**config.mk**
```make
export PLATFORM = sky130hd
export DESIGN_NAME = lidar_packet_polar_decoder_unit
export DESIGN_NICKNAME = d
export VERILOG_FILES = /design/src/rtl/core/lppd_pkg.sv /design/src/rtl/core/lppd_polar.sv /design/src/rtl/core/lidar_packet_polar_decoder_unit.sv
export SDC_FILE = /design/constraint.sdc
export NUM_CORES = 2
export LEC_CHECK = 0
export ABC_AREA = 1
export BUFFER_PORTS_ARGS = -buffer_cell sky130_fd_sc_hd__buf_2
export CAP_MARGIN = 20
export CORE_MARGIN = 2
export CORE_UTILIZATION = 59
export DETAILED_ROUTE_END_ITERATION = 6
export HOLD_SLACK_MARGIN = 0.02
export PLACE_DENSITY = 0.79
export SYNTH_ARGS = -nofsm -noshare
export SYNTH_HDL_FRONTEND = slang
export SYNTH_SLANG_ARGS = --single-unit
```
**constraint.sdc**
```tcl
create_clock -name clk -period 9.4 [get_ports clk]
set_input_delay 1.41 -clock clk [delete_from_list [all_inputs] [get_ports clk]]
set_output_delay 1.41 -clock clk [all_outputs]
set_load 0.03 [all_outputs]
```
**src/rtl/core/lppd_pkg.sv**
```systemverilog
// Shared constants, the quarter-wave sine table and types of the polar packet decoder.
`default_nettype none

package lppd_pkg;

	localparam int PACKET_BYTES  = 22;
	localparam int ANGLE_STEPS   = 360;
	localparam int READINGS      = 4;
	localparam int READING_BYTES = 16;
	localparam int READING_W     = 32;

	localparam logic [7:0] START_BYTE    = 8'hFA;
	localparam logic [7:0] INDEX_BASE    = 8'hA0;
	localparam logic [7:0] MAX_PACKET    = 8'd89;
	localparam logic [7:0] DIST_ERR_MASK = 8'hE0;

	localparam logic [4:0] PHASE_IDLE          = 5'd0;
	localparam logic [4:0] PHASE_INDEX         = 5'd1;
	localparam logic [4:0] PHASE_FIRST_READING = 5'd4;
	localparam logic [4:0] PHASE_LAST_READING  = 5'(4 + READING_BYTES - 1);
	localparam logic [4:0] PHASE_LAST          = 5'(PACKET_BYTES - 1);

	localparam logic [8:0] QUARTER_TURN       = 9'(ANGLE_STEPS / 4);
	localparam logic [8:0] HALF_TURN          = 9'(ANGLE_STEPS / 2);
	localparam logic [8:0] THREE_QUARTER_TURN = 9'(3 * ANGLE_STEPS / 4);

	localparam logic [29:0] ROUND_HALF = 30'd16384;

	// round(32768 * sin(d)) for d = 0..90 degrees, 1.15 format.
	localparam logic [15:0] QUARTER_SINE [91] = '{
		16'd0,     16'd572,   16'd1144,  16'd1715,  16'd2286,  16'd2856,  16'd3425,
		16'd3993,  16'd4560,  16'd5126,  16'd5690,  16'd6252,  16'd6813,  16'd7371,
		16'd7927,  16'd8481,  16'd9032,  16'd9580,  16'd10126, 16'd10668, 16'd11207,
		16'd11743, 16'd12275, 16'd12803, 16'd13328, 16'd13848, 16'd14365, 16'd14876,
		16'd15384, 16'd15886, 16'd16384, 16'd16877, 16'd17364, 16'd17847, 16'd18324,
		16'd18795, 16'd19261, 16'd19720, 16'd20174, 16'd20622, 16'd21063, 16'd21498,
		16'd21926, 16'd22348, 16'd22763, 16'd23170, 16'd23571, 16'd23965, 16'd24351,
		16'd24730, 16'd25102, 16'd25466, 16'd25822, 16'd26170, 16'd26510, 16'd26842,
		16'd27166, 16'd27482, 16'd27789, 16'd28088, 16'd28378, 16'd28660, 16'd28932,
		16'd29197, 16'd29452, 16'd29698, 16'd29935, 16'd30163, 16'd30382, 16'd30592,
		16'd30792, 16'd30983, 16'd31164, 16'd31336, 16'd31499, 16'd31651, 16'd31795,
		16'd31928, 16'd32052, 16'd32166, 16'd32270, 16'd32365, 16'd32449, 16'd32524,
		16'd32589, 16'd32643, 16'd32688, 16'd32723, 16'd32748, 16'd32763, 16'd32768
	};

	typedef struct packed {
		logic               ok;
		logic [12:0]        distance;
		logic signed [13:0] x_pos;
		logic signed [13:0] y_pos;
	} polar_t;

endpackage

`default_nettype wire

```
**src/rtl/core/lppd_polar.sv**
```systemverilog
// Converts one four-byte reading and its angle into distance, validity and x/y position.
`default_nettype none

module lppd_polar
	import lppd_pkg::*;
(
	input  wire logic [READING_W-1:0] reading,
	input  wire logic [8:0]           angle,
	output polar_t                    res
);

	logic [7:0]  dist_lo;
	logic [7:0]  dist_hi;
	logic        ok;
	logic [12:0] dist_val;
	logic [8:0]  cos_angle;

	// Distance times the sine of an angle, rounded half away from zero.
	function automatic logic [13:0] scaled_sine(input logic [12:0] d, input logic [8:0] a);
		logic [1:0]  quad;
		logic [8:0]  rem;
		logic [6:0]  idx;
		logic [15:0] mag;
		logic [29:0] prod;
		logic [12:0] r;
		priority if (a >= THREE_QUARTER_TURN) begin
			quad = 2'd3;
			rem  = a - THREE_QUARTER_TURN;
		end else if (a >= HALF_TURN) begin
			quad = 2'd2;
			rem  = a - HALF_TURN;
		end else if (a >= QUARTER_TURN) begin
			quad = 2'd1;
			rem  = a - QUARTER_TURN;
		end else begin
			quad = 2'd0;
			rem  = a;
		end
		idx  = quad[0] ? 7'(QUARTER_TURN - rem) : rem[6:0];
		mag  = QUARTER_SINE[idx];
		prod = 30'({17'd0, d} * {14'd0, mag}) + ROUND_HALF;
		r    = prod[27:15];
		return quad[1] ? 14'(-{1'b0, r}) : {1'b0, r};
	endfunction

	assign dist_lo   = reading[7:0];
	assign dist_hi   = reading[15:8];
	assign ok        = (dist_hi & DIST_ERR_MASK) == 8'd0;
	assign dist_val  = ok ? {dist_hi[4:0], dist_lo} : 13'd0;
	assign cos_angle = (angle >= THREE_QUARTER_TURN) ? angle - THREE_QUARTER_TURN
	                                                 : angle + QUARTER_TURN;

	always_comb begin
		res.ok       = ok;
		res.distance = dist_val;
		res.x_pos    = ok ? scaled_sine(dist_val, cos_angle) : 14'sd0;
		res.y_pos    = ok ? scaled_sine(dist_val, angle) : 14'sd0;
	end

endmodule

`default_nettype wire

```
**src/rtl/core/lidar_packet_polar_decoder_unit.sv**
```systemverilog
// A packet's last beat fills the hold register; its first reading then moves into the output register.
// Throughput: one input beat per cycle unless stalled; a packet's readings leave one per cycle unless stalled.
// The input stalls only when a packet's last beat arrives while the previous packet's
// readings are still draining; the hold register of four readings sets that limit.
// Reset (arst_n, asynchronous, active low) clears the parser phase, packet number, drain
// control and output valid; reading bytes and payload registers are not reset.
`default_nettype none

module lidar_packet_polar_decoder_unit
	import lppd_pkg::*;
(
	input  wire logic               clk,
	input  wire logic               arst_n,
	input  wire logic               in_valid,
	output logic                    in_stall,
	input  wire logic [7:0]         rx_byte,
	output logic                    out_valid,
	input  wire logic               out_stall,
	output logic [8:0]              angle,
	output logic [12:0]             distance,
	output logic [14:0]             quality,
	output logic                    valid_res,
	output logic signed [13:0]      x_pos,
	output logic signed [13:0]      y_pos,
	output logic                    last
);

	// Parser state: where in the packet we are, and the bytes captured so far.
	logic [4:0]  phase_q;
	logic [7:0]  pkt_q;
	logic [7:0]  rdb_q [READING_BYTES];

	// Hold register: the four readings of a finished packet, shifted out one per cycle while the output register can move.
	logic                                  busy_q;
	logic [1:0]                            rd_idx_q;
	logic [8:0]                            base_angle_q;
	logic [READINGS*READING_W-1:0]         rd_hold_q;
	logic [READINGS*READING_W-1:0]         snap;

	// Output register.
	logic        out_valid_q;
	logic [8:0]  angle_q;
	logic [12:0] distance_q;
	logic [14:0] quality_q;
	logic        valid_res_q;
	logic [13:0] x_pos_q;
	logic [13:0] y_pos_q;
	logic        last_q;

	logic        in_fire;
	logic        pkt_done;
	logic [4:0]  phase_off;
	logic [3:0]  wr_idx;
	logic        out_load;
	logic [8:0]  cur_angle;
	logic [READING_W-1:0] cur_reading;
	polar_t      polar;

	// A new packet may only finish once the hold register is free again.
	assign in_stall  = busy_q && (phase_q == PHASE_LAST);
	assign in_fire   = in_valid && !in_stall;
	assign pkt_done  = in_fire && (phase_q == PHASE_LAST) && (pkt_q <= MAX_PACKET);
	assign phase_off = phase_q - PHASE_FIRST_READING;
	assign wr_idx    = phase_off[3:0];

	always_comb begin
		for (int i = 0; i < READING_BYTES; i++) begin
			snap[i*8 +: 8] = rdb_q[i];
		end
	end

	always_ff @(posedge clk or negedge arst_n) begin
		if (!arst_n) begin
			phase_q <= PHASE_IDLE;
			pkt_q   <= 8'd0;
		end else if (in_fire) begin
			if (phase_q == PHASE_IDLE) begin
				if (rx_byte == START_BYTE) begin
					phase_q <= PHASE_INDEX;
				end
			end else if (phase_q == PHASE_LAST) begin
				phase_q <= PHASE_IDLE;
			end else begin
				phase_q <= phase_q + 5'd1;
			end
			if (phase_q == PHASE_INDEX) begin
				pkt_q <= rx_byte - INDEX_BASE;
			end
		end
	end

	always_ff @(posedge clk) begin
		if (in_fire && phase_q >= PHASE_FIRST_READING && phase_q <= PHASE_LAST_READING) begin
			rdb_q[wr_idx] <= rx_byte;
		end
	end

	// While readings are held, the output register loads whenever it is empty or being taken.
	assign out_load    = busy_q && (!out_valid_q || !out_stall);
	assign cur_angle   = base_angle_q + {7'd0, rd_idx_q};
	assign cur_reading = rd_hold_q[READING_W-1:0];

	always_ff @(posedge clk or negedge arst_n) begin
		if (!arst_n) begin
			busy_q   <= 1'b0;
			rd_idx_q <= 2'd0;
		end else if (pkt_done) begin
			busy_q   <= 1'b1;
			rd_idx_q <= 2'd0;
		end else if (out_load) begin
			rd_idx_q <= rd_idx_q + 2'd1;
			if (rd_idx_q == 2'(READINGS - 1)) begin
				busy_q <= 1'b0;
			end
		end
	end

	always_ff @(posedge clk) begin
		if (pkt_done) begin
			rd_hold_q    <= snap;
			base_angle_q <= {pkt_q[6:0], 2'b00};
		end else if (out_load) begin
			rd_hold_q <= rd_hold_q >> READING_W;
		end
	end

	lppd_polar u_polar (
		.reading (cur_reading),
		.angle   (cur_angle),
		.res     (polar)
	);

	always_ff @(posedge clk or negedge arst_n) begin
		if (!arst_n) begin
			out_valid_q <= 1'b0;
		end else if (!out_valid_q || !out_stall) begin
			out_valid_q <= busy_q;
		end
	end

	always_ff @(posedge clk) begin
		if (out_load) begin
			angle_q     <= cur_angle;
			distance_q  <= polar.distance;
			quality_q   <= cur_reading[31:17];
			valid_res_q <= polar.ok;
			x_pos_q     <= polar.x_pos;
			y_pos_q     <= polar.y_pos;
			last_q      <= (rd_idx_q == 2'(READINGS - 1));
		end
	end

	assign out_valid = out_valid_q;
	assign angle     = angle_q;
	assign distance  = distance_q;
	assign quality   = quality_q;
	assign valid_res = valid_res_q;
	assign x_pos     = x_pos_q;
	assign y_pos     = y_pos_q;
	assign last      = last_q;

	// A reading taken that is not the last of its packet is followed at once by the next.
	assert property (@(posedge clk) disable iff (!arst_n)
		(out_valid && !out_stall && !last) |=> out_valid)
		else $error("readings of one packet not delivered back to back");

	// A completed packet with a number in range always fills the hold register.
	assert property (@(posedge clk) disable iff (!arst_n)
		pkt_done |=> (busy_q && rd_idx_q == 2'd0))
		else $error("finished packet not captured");

	// After the last reading of a packet the next one delivered starts a new packet.
	assert property (@(posedge clk) disable iff (!arst_n)
		(out_valid && !out_stall && last) |=> (!out_valid || angle[1:0] == 2'd0))
		else $error("reading sequence does not restart at the first reading");

endmodule

`default_nettype wire

```
-- Word-level counts from Yosys, hierarchy flattened
Memories as Yosys holds them, arrays and structs flattened.
Cells that the tools add are included.
- bits in registers: 219
- RAM bits: 128
- ROM bits: 4096
- output and inout bits: 69
- logic and storage cells: 111
- memories: 3
- memory list (name ; depth ; width ; read ports ; clocked after memory_dff ; wr ports ; RTL line ; text):
    (name not given) ; 128 ; 16 ; 1 ; 0 ; 0 ; lppd_polar.sv:40 ; mag = QUARTER_SINE[idx];
    (name not given) ; 128 ; 16 ; 1 ; 0 ; 0 ; lppd_polar.sv:40 ;
    rdb_q ; 16 ; 8 ; 16 ; 0 ; 1 ; lidar_packet_polar_decoder_unit.sv:31 ; logic [7:0] rdb_q [READING_BYTES];
- add/sub/neg operators: 18
- multipliers: 2
- $lt $le $gt $ge: 11
- equality and inequality tests: 5
- mux-type cells: 34
- bitwise operators: 2
- reductions and logical operators: 20
- operators by type and width (operator ; count):
    2-to-1 mux 128 bit ; 2
    2-to-1 mux 16 bit ; 4
    adder 28 x 15 -> 28 bit (second input constant) ; 2
    multiplier 13 x 16 -> 28 bit ; 2
    2-to-1 mux 7 bit ; 8
    2-to-1 mux 13 bit ; 3
    negation 13 -> 14 bit ; 2
    greater-or-equal comparator 9 x 7 -> 1 bit (second input constant) ; 2
    greater-or-equal comparator 9 x 8 -> 1 bit (second input constant) ; 2
    greater-or-equal comparator 9 bit (second input constant) ; 2
    greater-or-equal comparator 8 bit (second input constant) ; 2
    inverter 7 -> 8 bit ; 2
    2-to-1 mux 5 bit ; 3
    subtractor 7 x 6 -> 7 bit (second input constant) ; 2
    subtractor 7 bit (first input constant) ; 2
    subtractor 7 bit (second input constant) ; 2
    2-to-1 mux 2 bit ; 6
    AND reduction 2 bit ; 5
    adder 9 x 2 -> 9 bit ; 1
    adder 9 x 7 -> 9 bit (second input constant) ; 1
    2-to-1 mux 9 bit ; 1
    subtractor 9 bit (second input constant) ; 1
    equality test 8 bit (second input constant) ; 1
    less-or-equal comparator 8 x 7 -> 1 bit (second input constant) ; 1
    other kinds (18) ; 33

-- Logic depth before layout (Yosys ltp)
- word-level depth: 17
- depth in mapped cells: 63

-- Modules after synthesis
From an unflattened synthesis, not the netlist that was laid out.
- cells, all modules: 3721
- area total of the unflattened synthesis: 31840.5 um^2
- modules (own cells, without submodules) (module ; instances ; cells an instance ; area each (um^2) ; seq. area each (um^2)):
    lppd_polar ; 1 ; 2832 ; 19122.1 ; 0.0
    lidar_packet_polar_decoder_unit ; 1 ; 889 ; 12718.4 ; 10334.9

-- Worst setup path before layout
OpenSTA, ideal clock, no wires.
- kind: in2reg
- start: in out_stall
- end: reg rd_idx_q[0]
- arrival: 10.596 ns
- slack: -1.723 ns
- cell stages on the path: 4
- cells stage by stage: nand2_1 -> inv_1 -> o21ai_0 -> o21ai_0
- word-level cells in the longest chain between the ends: 4
- RTL lines (element ; RTL line ; text):
    start: declaration ; lidar_packet_polar_decoder_unit.sv:18 ; input wire logic out_stall,
    zero test 1 bit ; lidar_packet_polar_decoder_unit.sv:99 ; assign out_load = busy_q && (!out_valid_q || !out_stall);
    logical OR 1 bit ; lidar_packet_polar_decoder_unit.sv:99 ;
    logical AND 1 bit ; lidar_packet_polar_decoder_unit.sv:99 ;
    nonzero test 2 bit (no line) ; -- ;
    end signal: assignment ; lidar_packet_polar_decoder_unit.sv:111 ; rd_idx_q <= rd_idx_q + 2'd1;
    end: declaration ; lidar_packet_polar_decoder_unit.sv:35 ; logic [1:0] rd_idx_q;
No other way between the ends.
A chain may end at the register's enable or synchronous reset.

-- Final worst setup path
- start: reg base_angle_q[2]
- end: reg x_pos_q[11] (netlist: x_pos[11]) (data pin)
- word-level cells in the longest chain between the ends: 17
- RTL lines (element ; RTL line ; text):
    start: declaration ; lidar_packet_polar_decoder_unit.sv:36 ; logic [8:0] base_angle_q;
    start signal: assignment ; lidar_packet_polar_decoder_unit.sv:121 ; base_angle_q <= {pkt_q[6:0], 2'b00};
    adder 9 x 2 -> 9 bit (*) ; lidar_packet_polar_decoder_unit.sv:100 ; assign cur_angle = base_angle_q + {7'd0, rd_idx_q};
    adder 9 x 7 -> 9 bit (tied with other cells) ; lppd_polar.sv:51 ; : angle + QUARTER_TURN;
    2-to-1 mux 9 bit (*) ; lppd_polar.sv:50 ; assign cos_angle = (angle >= THREE_QUARTER_TURN) ? angle - THREE_QUARTER_TURN
    greater-or-equal comparator 9 x 7 -> 1 bit / subtractor 7 bit (equally long branches) ; lppd_polar.sv:32, lppd_polar.sv:34 ;
    2-to-1 mux 7 bit ; lppd_polar.sv:32 ; end else if (a >= QUARTER_TURN) begin
    2-to-1 mux 7 bit ; lppd_polar.sv:29 ; end else if (a >= HALF_TURN) begin
    2-to-1 mux 7 bit ; lppd_polar.sv:26 ; priority if (a >= THREE_QUARTER_TURN) begin
    subtractor 7 bit ; lppd_polar.sv:39 ; idx = quad[0] ? 7'(QUARTER_TURN - rem) : rem[6:0];
    2-to-1 mux 7 bit ; lppd_polar.sv:39 ;
    inverter 7 -> 8 bit (not written as such) ; lppd_polar.sv:40 ;
    memory read (128 x 16 bit) ; -- ;
    2-to-1 mux 16 bit (not written as such) (2 in a row) ; lppd_polar.sv:40 ;
    multiplier 13 x 16 -> 28 bit ; lppd_polar.sv:41 ; prod = 30'({17'd0, d} * {14'd0, mag}) + ROUND_HALF;
    adder 28 x 15 -> 28 bit ; lppd_polar.sv:41 ;
    negation 13 -> 14 bit ; lppd_polar.sv:43 ; return quad[1] ? 14'(-{1'b0, r}) : {1'b0, r};
    2-to-1 mux 13 bit (*) ; lppd_polar.sv:43 ;
    end signal: assignment ; lidar_packet_polar_decoder_unit.sv:147 ; x_pos_q <= polar.x_pos;
    end: declaration ; lidar_packet_polar_decoder_unit.sv:46 ; logic [13:0] x_pos_q;
Every way passes the cells marked *; elsewhere a longest branch is shown, timed or not. The select of a mux whose other input is x is not followed.

==> results.py <==
metrics = {
    "layout": {
        "areaGrowthSynthToFinish_pct": 21.7,
        "diodes": 0,
        "post_layout_nonfiller_instances": 4665,
        "layout.cells.most_common": "sky130_fd_sc_hd__nand2_1",
        "post-route-cell-area_sq_um": 37500,
        "num-nets-final": 4485,
        "fillerInstances": 3745,
        "most_used_cells_in_the_layout_excluding_fill_and_tap_cells": "929 x sky130_fd_sc_hd__nand2_1, 492 x sky130_fd_sc_hd__inv_1, 333 x sky130_fd_sc_hd__nor2_1, 322 x sky130_fd_sc_hd__edfxtp_1, 317 x sky130_fd_sc_hd__buf_4",
        "layout-drive-gt1-share_pct": 23.0,
    },
    "synth": {
        "synth_top_family_by_area": "adder cells",
        "synth_enable_flop_cells": 322,
        "synth-seq-cells": 339,
        "yosys.cell_types.count": 70,
        "parity_gate_share_of_the_synthesized_area_counting_xor_and_xnor_cells_pct": 1.15,
        "synth_compound_area_share_pct": 6.81,
        "synthCells": 3597,
        "ys_warn_count": 0,
        "post_synth.cell_area_avg_sq_um": 8.56,
        "share_of_the_yosys_chip_area_belonging_to_registers_pct": 32.8,
        "arithmetic_cell_share_of_the_synthesized_area_counting_full_adders_half_adders_and_majority_gates_pct": 28.3,
        "synth_flop_cell": "sky130_fd_sc_hd__edfxtp_1",
        "async_flop_share_pct": 5.01,
        "synth_fp_nets": 4123,
        "post_synth_and_or_nand_nor_area_fraction_pct": 22.3,
        "syn-cell-area_sq_um": 30800,
        "post_synth_mux_area_share_pct": 0,
    },
    "sta": {
        "setup_slack_ps": 191,
        "grt_setup_unrepaired": "true",
        "count_of_endpoints_failing_setup_in_the_final_report": 0,
        "time_the_worst_path_needs_with_i_o_delays_and_setup_ps": 9210,
        "final.setup.tns_ps": 0,
        "slew_headroom_pct": 28.7,
        "timing.fmax_ghz": 0.109,
        "skew_ps": 35.9,
        "max_slew.worst_pin.slew_ps": 1070,
        "layout_worst_path_cycle_share_pct": 98.0,
        "finalMaxSlewViolations": 0,
        "final_hold_violation_count": 0,
    },
    "power": {
        "total_leakage_power_nw": 17.4,
        "totalPowerFinal_mw": 14.6,
        "vdd_ir_drop_max_uv": 265,
        "powerDensity_nw_per_um2": 389,
    },
    "grt": {
        "grt_pass1_wl_microns": 133000,
        "antenna_violations_before_repair": 0,
        "groute.usage.overall_pct": 31.6,
        "first_global_vias": 25600,
        "grt_remaining_overflow": 0,
        "grt_max_degree": 89,
    },
    "critical_path": {
        "crit_top_cell": "sky130_fd_sc_hd__nand2_2",
        "setup.worst_path.start": "base_angle_q[2]$_DFFE_PP_",
        "worst_setup_start_kind": "flop",
        "worst_path_max_delay_cell": "sky130_fd_sc_hd__fa_2",
        "cp.buffers_inverters": 9,
        "rr_startpoint": "base_angle_q[2]$_DFFE_PP_",
        "critPathCaptureType": "flop",
        "cp-endpoint": "x_pos[11]$_SDFFCE_PN0P_",
        "timing.critical_path.fanout_max": 8,
        "worstReg2RegEnd": "x_pos[11]$_SDFFCE_PN0P_",
        "cp_data_required_time_ps": 9730,
        "worst_r2r_path_depth": 51,
        "timing.reg2reg.setup_slack_ps": 190,
        "cp_slowest_stage_delay_ps": 590,
        "worstSetupPathDepth": 51,
        "critPathKind": "reg2reg",
        "worst-endpoint-arrival_ps": 9540,
        "critical_path.top_delay_family": "adder cells",
    },
    "routing": {
        "routed_wire_length_per_instance_microns": 19.0,
        "detailroute.wirelength.met3_microns": 7190,
        "drc": 0,
        "highest_layer_used_for_signal_routing": "met4",
        "post_route_m1_wl_microns": 34000,
        "detailroute.via_count": 26600,
        "detailedRoute.firstIterationViolations": 2681,
        "met2_length_microns": 42700,
        "drt_antenna_net_count": 0,
        "detail_route.vias_per_cell": 5.69,
        "postRouteWirelength_microns": 88800,
        "drtPass1Iterations": 7,
    },
    "clock_tree": {
        "cts.clk_slew.worst_paths_ps": 60,
        "clock_tree.htree_level_count": 2,
        "max-clock-path-buffers": 3,
        "clock_latency_at_the_later_pin_of_the_worst_skew_pair_ps": 590,
        "cts.sink_count": 339,
        "cts_buffers": 35,
        "clock_tree_from_tritoncts": "built",
        "root_buffer": "sky130_fd_sc_hd__clkbuf_16",
    },
    "floorplan": {
        "floorplan.die_area_sq_um": 54000,
        "start_util_pct": 59.9,
        "die_height_microns": 232,
        "fp.dieW_microns": 232,
        "num_io_pins": 81,
        "core_area_sq_um": 51400,
        "placementRows": 83,
    },
    "place": {
        "placedInstanceArea_sq_um": 33300,
        "place.detailed.hpwl_microns": 62800,
        "placed_cells_incl_taps": 4466,
        "gp_routability_congestion": 0.985,
        "port-buffer-count": 80,
        "preCtsSetupSlack_ps": -146,
    },
    "hold_path": {
        "min_path_type": "reg2reg",
    },
    "job": {
        "drv_cap": 0,
    },
    "status": {
        "status": "finished, final reports clean",
    },
}
-- worst reg2reg max path, delay by kind of cell, from the launching register on --
kind	cells	cell delay, ps
xor gates and xnor gates	1	130
buffers and inverters	9	1000
adders and majority gates	8	3410
DFF	1	450
AOI/OAI and AO/OA	3	820
and+or+nand+nor	30	3180
-- cell type report --
type,count,area (sq um),share of cell area [%]
clock buffers,40,895,2.39
clock inverters,23,258,0.688
inverters,569,2230,5.94
multi-input cells,2572,19600,52.4
flip-flops and latches,339,10100,26.9
well taps,680,851,2.27
repair buffers,441,3510,9.38
repair inverters,1,8.76,0.0234
-- per-stage QoR --
step                utilization [%]  hold slack [ps]
CTS                            67.2              419
finish                         72.9              420
global route                   72.9              424
floorplan                         -              400
global placement               64.9              401
detailed placement             64.9              406
-- power by group --
part	switching (mW)	internal, mW	leakage, nW	total (mW)
Combinational	6.45	4.52	13.6	11.0
Clock	0.618	0.803	0.555	1.42
Sequential	0.114	2.08	3.16	2.19
Total	7.18	7.40	17.4	14.6
-- worst min path at each step --
stage                                  startpoint              endpoint  slack, ps  depth (start not counted)
final                     rd_hold_q[21]$_DFFE_PP_  quality[4]$_DFFE_PP_        420                          0
after global routing      rd_hold_q[21]$_DFFE_PP_  quality[4]$_DFFE_PP_        420                          0
after CTS                 rd_hold_q[18]$_DFFE_PP_  quality[1]$_DFFE_PP_        420                          0
after detailed placement  rd_hold_q[18]$_DFFE_PP_  quality[1]$_DFFE_PP_        410                          0
after global placement    rd_hold_q[24]$_DFFE_PP_  quality[7]$_DFFE_PP_        400                          0
after floorplan           rd_hold_q[17]$_DFFE_PP_  quality[0]$_DFFE_PP_        400                          0
-- flip-flops by register name (all words and copies together) (netlist names), 2 cells and up --
name	cells
base_angle_q	7
quality	15
x_pos	14
rd_hold_q	124
distance	13
phase_q	5
rdb_q	124
pkt_q	8
rd_idx_q	2
y_pos	14
angle	9
-- cell families (layout without fill, tap and decap cells) --
| family | Yosys count | count (layout) |
|---|---|---|
| xor gates and xnor gates | 37 | 37 |
| adders and majority gates | 514 | 514 |
| DFF | 339 | 339 |
| and+or+nand+nor | 1673 | 1676 |
| AOI/OAI and AO/OA | 345 | 345 |
| buffers and inverters | 689 | 1074 |
-- cells in the mapped netlist (all sizes together), types with 2 or more instances --
| cell | instances | area, sq um |
|---|---|---|
| inv | 557 | 2090 |
| a21boi | 2 | 15.0 |
| xor2 | 23 | 216 |
| nand4 | 12 | 75.1 |
| nor2 | 399 | 1560 |
| or2 | 2 | 12.5 |
| o211ai | 25 | 198 |
| o21ai | 124 | 639 |
| nor4 | 3 | 18.8 |
| o2111ai | 3 | 26.3 |
| a21o | 2 | 15.0 |
| edfxtp | 322 | 9670 |
| a22oi | 2 | 15.0 |
| a211oi | 3 | 22.5 |
| a31oi | 13 | 87.6 |
| o311ai | 6 | 52.6 |
| xnor2 | 14 | 138 |
| clkinv | 12 | 45.0 |
| a21oi | 113 | 592 |
| o31ai | 7 | 57.6 |
| a221oi | 4 | 35.0 |
| nand3 | 173 | 926 |
| fa | 304 | 6090 |
| clkbuf | 85 | 319 |
| ha | 210 | 2630 |
| nand3b | 8 | 60.1 |
| dfrtp | 17 | 425 |
| nor3 | 33 | 175 |
| o21a | 8 | 60.1 |
| o21bai | 4 | 30.0 |
| nand2 | 1042 | 4040 |
| o41ai | 2 | 17.5 |
| a32oi | 3 | 26.3 |
| o221ai | 9 | 78.8 |
| buf | 35 | 191 |
| o22ai | 5 | 31.3 |
-- per-layer routing --
layer	vias up	global-route usage [%]
met5	-	0
met4	0	14.8
met3	317	5.13
met2	1342	52.4
met1	12700	40.8
li1	12200	-
-- what timing repair did --
action / 4_1_cts / 5_1_grt
gates cloned: 0 / 12
hold buffers: 0 / 0
buffers inserted: 0 / 125
resized for setup: 16 / 472
endpoints found under the setup margin: 12 / 26
pin swaps: 1 / 168
Note: power is estimated with default switching activity, not from simulation.
